$ cat src/hdl/tsshm_pkg.sv
package tsshm_pkg;

  localparam int unsigned DATA_W = 32;

  localparam logic [1:0] OP_PUSH = 2'd0;
  localparam logic [1:0] OP_POP  = 2'd1;
  localparam logic [1:0] OP_PEEK = 2'd2;
  localparam logic [1:0] OP_SHOW = 2'd3;

  localparam logic [1:0] ST_OK       = 2'd0;
  localparam logic [1:0] ST_OVERFLOW = 2'd1;
  localparam logic [1:0] ST_EMPTY    = 2'd2;

  typedef struct packed {
    logic [1:0]               op;
    logic                     which_stack;
    logic signed [DATA_W-1:0] data_in;
  } in_word_t;

  typedef struct packed {
    logic signed [DATA_W-1:0] data_out;
    logic [1:0]               status;
    logic                     last;
  } out_word_t;

endpackage

$ cat src/hdl/tsshm_ram.sv
module tsshm_ram #(
  parameter int unsigned WIDTH = 32,
  parameter int unsigned DEPTH = 16
) (
  input  logic                     clk,
  input  logic                     we,
  input  logic [$clog2(DEPTH)-1:0] waddr,
  input  logic [WIDTH-1:0]         wdata,
  input  logic [$clog2(DEPTH)-1:0] raddr,
  output logic [WIDTH-1:0]         rdata
);

  logic [WIDTH-1:0] mem [DEPTH];

  always_ff @(posedge clk) begin
    if (we) begin
      mem[waddr] <= wdata;
    end
    rdata <= mem[raddr];
  end

endmodule

$ cat src/hdl/two_stacks_shared_memory_core.sv
// Two stacks sharing one memory of DEPTH words. Stack 0 grows up from entry 0,
// stack 1 grows down from entry DEPTH-1.
// Input channel (in_valid/in_ready/in_data): one word asks for push, pop, peek
// or show on one stack. Result channel (out_valid/out_ready/out_data): every
// input word gives one result, except show on a non-empty stack, which gives
// one result per element, top to bottom; last marks the final result.
// Latency: the first result is valid the cycle after the input word is taken;
// the memory read of pop, peek and show is that cycle. Show then streams one
// element per cycle while out_ready is high, set by the single memory read
// port, whose registered output doubles as the result data register.
// Throughput: one input word per cycle while results are taken at once and no
// show streams; a new word is taken in the same cycle as the prior final result.
// A stalled receiver holds the result: the memory re-reads the same entry, and
// in_ready stays low until the final result leaves.
// Reset (rst_n low, synchronous): both stacks empty, no result pending. The
// memory is not cleared; only pushed entries ever reach data_out.
module two_stacks_shared_memory_core #(
  parameter int unsigned DEPTH = 16
) (
  input  logic                 clk,
  input  logic                 rst_n,
  input  logic                 in_valid,
  output logic                 in_ready,
  input  tsshm_pkg::in_word_t  in_data,
  output logic                 out_valid,
  input  logic                 out_ready,
  output tsshm_pkg::out_word_t out_data
);

  localparam int unsigned AW = $clog2(DEPTH);
  localparam int unsigned CW = $clog2(DEPTH + 1);
  localparam logic [CW-1:0] CNT_FULL = CW'(DEPTH);
  localparam logic [AW-1:0] ADDR_TOP = AW'(DEPTH - 1);

  logic [CW-1:0] low_cnt_r,  low_cnt_nxt;
  logic [CW-1:0] high_base_r, high_base_nxt;
  logic          out_valid_r, out_valid_nxt;
  logic          show_r,      show_nxt;
  logic          down_r,      down_nxt;
  logic          sel_r,       sel_nxt;
  logic [1:0]    status_r,    status_nxt;
  logic          last_r,      last_nxt;
  logic [AW-1:0] cur_addr_r;

  logic [AW-1:0]                    rd_addr;
  logic [tsshm_pkg::DATA_W-1:0]     rd_data;
  logic                             wr_en;
  logic [AW-1:0]                    wr_addr;
  logic                             in_acc;
  logic                             out_acc;
  logic                             empty;
  logic                             full;
  logic [AW-1:0]                    top_addr;
  logic [CW-1:0]                    low_dec;
  logic [CW-1:0]                    high_dec;

  tsshm_ram #(
    .WIDTH(tsshm_pkg::DATA_W),
    .DEPTH(DEPTH)
  ) u_ram (
    .clk  (clk),
    .we   (wr_en),
    .waddr(wr_addr),
    .wdata(in_data.data_in),
    .raddr(rd_addr),
    .rdata(rd_data)
  );

  assign out_acc  = out_valid_r && out_ready;
  assign in_ready = !out_valid_r || (out_ready && last_r);
  assign in_acc   = in_valid && in_ready;

  assign low_dec  = low_cnt_r - CW'(1);
  assign high_dec = high_base_r - CW'(1);
  assign full     = (low_cnt_r >= high_base_r);
  assign empty    = in_data.which_stack ? (high_base_r >= CNT_FULL)
                                        : (low_cnt_r == '0);
  assign top_addr = in_data.which_stack ? high_base_r[AW-1:0] : low_dec[AW-1:0];

  always_comb begin
    low_cnt_nxt   = low_cnt_r;
    high_base_nxt = high_base_r;
    out_valid_nxt = out_valid_r;
    show_nxt      = show_r;
    down_nxt      = down_r;
    sel_nxt       = sel_r;
    status_nxt    = status_r;
    last_nxt      = last_r;
    rd_addr       = cur_addr_r;
    wr_en         = 1'b0;
    wr_addr       = in_data.which_stack ? high_dec[AW-1:0] : low_cnt_r[AW-1:0];

    if (out_acc) begin
      out_valid_nxt = 1'b0;
      if (show_r && !last_r) begin
        rd_addr       = down_r ? cur_addr_r - AW'(1) : cur_addr_r + AW'(1);
        out_valid_nxt = 1'b1;
        last_nxt      = down_r ? (rd_addr == '0) : (rd_addr == ADDR_TOP);
      end
    end

    if (in_acc) begin
      out_valid_nxt = 1'b1;
      show_nxt      = 1'b0;
      sel_nxt       = 1'b0;
      last_nxt      = 1'b1;
      down_nxt      = !in_data.which_stack;
      case (in_data.op)
        tsshm_pkg::OP_PUSH: begin
          if (full) begin
            status_nxt = tsshm_pkg::ST_OVERFLOW;
          end else begin
            status_nxt = tsshm_pkg::ST_OK;
            wr_en      = 1'b1;
            if (in_data.which_stack) begin
              high_base_nxt = high_dec;
            end else begin
              low_cnt_nxt = low_cnt_r + CW'(1);
            end
          end
        end
        tsshm_pkg::OP_POP, tsshm_pkg::OP_PEEK: begin
          if (empty) begin
            status_nxt = tsshm_pkg::ST_EMPTY;
          end else begin
            status_nxt = tsshm_pkg::ST_OK;
            sel_nxt    = 1'b1;
            rd_addr    = top_addr;
            if (in_data.op == tsshm_pkg::OP_POP) begin
              if (in_data.which_stack) begin
                high_base_nxt = high_base_r + CW'(1);
              end else begin
                low_cnt_nxt = low_dec;
              end
            end
          end
        end
        default: begin
          if (empty) begin
            status_nxt = tsshm_pkg::ST_EMPTY;
          end else begin
            status_nxt = tsshm_pkg::ST_OK;
            sel_nxt    = 1'b1;
            show_nxt   = 1'b1;
            rd_addr    = top_addr;
            last_nxt   = in_data.which_stack ? (top_addr == ADDR_TOP)
                                             : (top_addr == '0);
          end
        end
      endcase
    end
  end

  always_ff @(posedge clk) begin
    if (!rst_n) begin
      low_cnt_r   <= '0;
      high_base_r <= CNT_FULL;
      out_valid_r <= 1'b0;
      show_r      <= 1'b0;
    end else begin
      low_cnt_r   <= low_cnt_nxt;
      high_base_r <= high_base_nxt;
      out_valid_r <= out_valid_nxt;
      show_r      <= show_nxt;
    end
    down_r     <= down_nxt;
    sel_r      <= sel_nxt;
    status_r   <= status_nxt;
    last_r     <= last_nxt;
    cur_addr_r <= rd_addr;
  end

  assign out_valid         = out_valid_r;
  assign out_data.data_out = sel_r ? $signed(rd_data) : '0;
  assign out_data.status   = status_r;
  assign out_data.last     = last_r;

  a_accept_gives_result: assert property (@(posedge clk) disable iff (!rst_n)
    in_acc |=> out_valid_r)
    else $error("accepted word produced no result");

  a_no_overlap: assert property (@(posedge clk) disable iff (!rst_n)
    low_cnt_r <= high_base_r)
    else $error("stacks overlap");

  a_base_range: assert property (@(posedge clk) disable iff (!rst_n)
    high_base_r <= CNT_FULL)
    else $error("stack 1 base beyond memory");

  a_status_final: assert property (@(posedge clk) disable iff (!rst_n)
    out_valid_r && (status_r != tsshm_pkg::ST_OK) |-> last_r && !sel_r)
    else $error("status result not final or carries data");

endmodule

$ cat config.mk
export PLATFORM = sky130hd
export DESIGN_NAME = two_stacks_shared_memory_core
export DESIGN_NICKNAME = d
export VERILOG_FILES = /design/src/hdl/tsshm_pkg.sv /design/src/hdl/tsshm_ram.sv /design/src/hdl/two_stacks_shared_memory_core.sv
export SDC_FILE = /design/constraint.sdc
export NUM_CORES = 1
export LEC_CHECK = 0
export BUFFER_PORTS_ARGS = -buffer_cell sky130_fd_sc_hd__buf_4
export CAP_MARGIN = 20
export CORE_ASPECT_RATIO = 2
export CORE_UTILIZATION = 61
export CTS_CLUSTER_DIAMETER = 60
export DETAILED_ROUTE_END_ITERATION = 8
export PLACE_DENSITY = 0.87
export SLEW_MARGIN = 20
export SYNTH_ARGS = -nofsm -noshare
export SYNTH_HDL_FRONTEND = slang
export SYNTH_SLANG_ARGS = --single-unit
export TNS_END_PERCENT = 5
$ cat constraint.sdc
create_clock -name clk -period 4.7 [get_ports clk]
set_clock_uncertainty 0.2 [all_clocks]
set_input_delay 0.235 -clock clk [delete_from_list [all_inputs] [get_ports clk]]
set_output_delay 0.235 -clock clk [all_outputs]
set_load 0.03 [all_outputs]
==> flow_summary_export.csv <==
group,metric,value,unit
timing,max_freq,0.256,GHz
routing,dr_total_vias,11500,
placed_design,gp_congestion,0.854,
synth,syn_nets,1134,
floorplan,start_util,0.621,
global_route,grt_max_degree,50,
clocking,postCtsSetupBuffers,0,
clocking,post_cts_resized,0,
cells_and_area,nets,1271,
timing,period_minus_slack,3.90,ns
clocking,clk_latency,0.58,ns
routing,first_pass_iters,8,
timing,finalHoldViolCount,0,
routing,drt_iter0_drc,1309,
setup_path,crit_chain,"inv_1 -> ha_1 -> nand2b_1 -> a21o_1 -> a21oi_1 -> o21bai_1 -> a211oi_1 -> nand2_1 -> nor2_4 -> buf_4",
routing,viasPerCell,6.77,
setup_path,start_kind,"register",
run_status,status,"finished, final reports clean",
setup_path,slowest_delay,0.74,ns
timing,hold_ws,0.153,ns
synth,synth_area,0.0218,mm^2
power,vdd_drop_max,0.405,mV
setup_path,crit_start,"low_cnt_r[0]$_SDFFE_PN0P_",
synth,synthXorXnorAreaFrac,0.00402,
synth,synth_simple_gate_area_share,0.0342,
global_route,grt_pass1_vias,12000,
clocking,cts_root_buffer,"clkbuf_16",
floorplan,dieWidth,136,um
setup_path,r2r-start,"low_cnt_r[0]$_SDFFE_PN0P_",
clocking,clk_pin_slew,0.07,ns
synth,yosysTopAreaCell,"edfxtp_1",
floorplan,dieArea,0.0365,mm^2
clocking,cts_hold_buf,39,
routing,route.antenna.remaining_nets,0,
setup_path,rrSetupSlack,0.80,ns
timing,timing.final.max_slew_violations,0,
global_route,grt-ovfl-total,0,
floorplan,fp-row-count,97,
clocking,cts_tree,"built",
timing,setup_viol,0,
synth,synth_fa_ha_area_frac,0.0107,
clocking,cts_buffers,43,
setup_path,crit_path_end,"u_ram.mem[8][15]$_DFFE_PP_",
synth,ys_top_cells_by_area,"edfxtp_1, mux4_2, dfxtp_1, a22oi_1, and2_1",
routing,wl,50800,um
synth,synth_compound_area_frac,0.0403,
timing,maxSlewHeadroom,0.245,
setup_path,cp.arrival,3.97,ns
synth,synthDistinctLibCells,55,
worst_hold_path,hp-class,"in2reg",
power,p_leak,8.21,nW
setup_path,cp-end-kind,"register",
global_route,grt.total_usage,0.291,
cells_and_area,areaGrowthSynthToFinish,14.9,%
synth,synth_top_family_by_area,"multiplexers",
timing,fin_crit_sh,0.830,
setup_path,r2r-end,"u_ram.mem[8][15]$_DFFE_PP_",
timing,worstMarginPinSlew,1.13,ns
setup_path,worstSetupPathType,"reg2reg",
synth,yosys_warnings,0,
synth,synth_area_per_cell,20.2,um^2
synth,synth-seq-cells,565,
floorplan,pin_count,76,
setup_path,crit_required,4.76,ns
routing,wire_per_inst,30.0,um
placed_design,dpl_cell_area,0.0232,mm^2
synth,yosys.area.top_type_share,0.713,
cells_and_area,fin_util,0.713,
setup_path,worst-path-max-fanout,24,
synth,synthFlopType,"edfxtp_1",
flow_run,cap_violations,0,
placed_design,io_buffers,75,
cells_and_area,drive_above_1_share,0.260,
synth,async_flop_share,0,
floorplan,coreArea,0.0351,mm^2
synth,yosysSeqAreaShare,0.757,
clocking,cts_max_path_buffers,3,
clocking,cts.sinks,565,
setup_path,worst-r2r-cell-count,10,
synth,syn_inst,1077,
synth,synthMuxAreaShare,0.136,
routing,remaining_drc_errors,0,
global_route,antenna_found_initial,0,
cells_and_area,stdcell_area,0.0250,mm^2
synth,synth-edff-count,517,
placed_design,dp_hpwl,28500,um
power,power.total,12.7,mW
floorplan,die_h,269,um
global_route,grt_pass1_wl,76100,um
clocking,h-tree-depth,2,
setup_path,cp_slowest_cell,"nor2_4",
timing,fin_setup_tns,0,ns
power,power_density,506,mW/mm^2
cells_and_area,n_antenna_cell,0,
timing,rsz0062_at_grt,"false",
-- flip-flops by register name (all words and copies together), names as in the netlist --
register and flops:
cur_addr_r 4, down_r 1, high_base_r 5, last_r 1, low_cnt_r 5, out_valid 1
sel_r 1, show_r 1, status_r 2, u_ram.mem 512, u_ram.rdata 32
-- cell families (layout without fill, tap and decap cells) --
logic type	after synthesis	after routing
and+or+nand+nor	148	148
AOI/OAI and AO/OA	122	122
xor gates and xnor gates	10	10
DFF	565	565
buffers and inverters	78	249
muxes	136	136
adders and majority gates	18	18
-- per-stage QoR --
step | setup slack (ns) | instances
floorplan | 0.966 | 1077
global placement | 1.16 | 1574
detailed placement | 1.03 | 1574
CTS | 0.936 | 1692
global route | 0.669 | 1693
finish | 0.798 | 1693
-- worst max-delay path: cells and delay by family, from the launching register on --
family / cells / cell delay, ns
AND/OR/NAND/NOR: 3 / 1.24
AO/OA/AOI/OAI: 4 / 0.98
buffers and inverters: 2 / 0.46
flip-flops: 1 / 0.41
adder cells (fa/ha/maj): 1 / 0.30
-- layout by cell type, fill, tap and decap left out, types with 9 or more instances in the layout --
cell type | Yosys | final
buf_12 | 0 | 13
mux4_2 | 128 | 128
a22oi_1 | 64 | 64
nor2_4 | 0 | 16
a21oi_1 | 21 | 19
dfxtp_1 | 48 | 48
inv_1 | 23 | 23
nor2_1 | 33 | 17
ha_1 | 17 | 17
clkbuf_16 | 0 | 44
nand2_1 | 46 | 46
clkinv_1 | 2 | 10
buf_4 | 10 | 92
dlygate4sd3_1 | 0 | 39
and2_1 | 34 | 34
clkbuf_1 | 22 | 9
edfxtp_1 | 517 | 517
-- worst min-delay path by stage --
stage | depth (start not counted) | end | start | slack (ns)
2_1_floorplan | 1 | high_base_r[4]$_SDFFE_PN1P_ | rst_n | 0.11
3_3_place_gp | 2 | show_r$_SDFFE_PN0N_ | show_r$_SDFFE_PN0N_ | 0.26
3_5_place_dp | 2 | high_base_r[4]$_SDFFE_PN1P_ | rst_n | 0.26
4_1_cts | 4 | status_r[1]$_SDFFCE_PP0N_ | in_data[33] | 0.13
5_1_grt | 4 | status_r[1]$_SDFFCE_PP0N_ | in_data[33] | 0.16
6_report | 5 | last_r$_DFFE_PP_ | in_data[33] | 0.15
-- cell usage after synthesis (2+ instances only) --
master,instances
edfxtp_1,517
mux4_2,128
a22oi_1,64
dfxtp_1,48
nand2_1,46
and2_1,34
nor2_1,33
inv_1,23
clkbuf_1,22
a21oi_1,21
ha_1,17
buf_4,10
buf_1,9
nor3_1,8
a21o_1,6
buf_2,6
buf_6,6
mux2i_1,6
o21ai_0,6
o31ai_1,6
or3_1,6
or4_1,6
xnor2_1,6
xor2_1,4
a31oi_1,3
nand3_1,3
a2111oi_0,2
a211oi_1,2
clkinv_1,2
nor4_1,2
-- final cells by class --
class,count,area (um^2)
clock buffer,53,1130
fill,1934,10100
inverter,25,93.8
sequential,565,16500
clock inverter,26,285
multi-input combinational,434,5090
tap,445,557
timing repair buffer,145,1370
-- metal layers --
metal	GRT usage	vias up	wire length (um)
met4	0.126	0	2220
met5	0	-	0
met2	0.488	746	26700
met1	0.380	5913	17900
met3	0.0399	145	3950
li1	-	4663	-
-- where the power goes --
part           total (mW)  switching, mW  internal (mW)
sequential           5.79          0.109           5.68
combinational        3.11           1.73           1.39
clock                3.75           1.74           2.02
No activity file was read; power rests on OpenSTA's default activity.
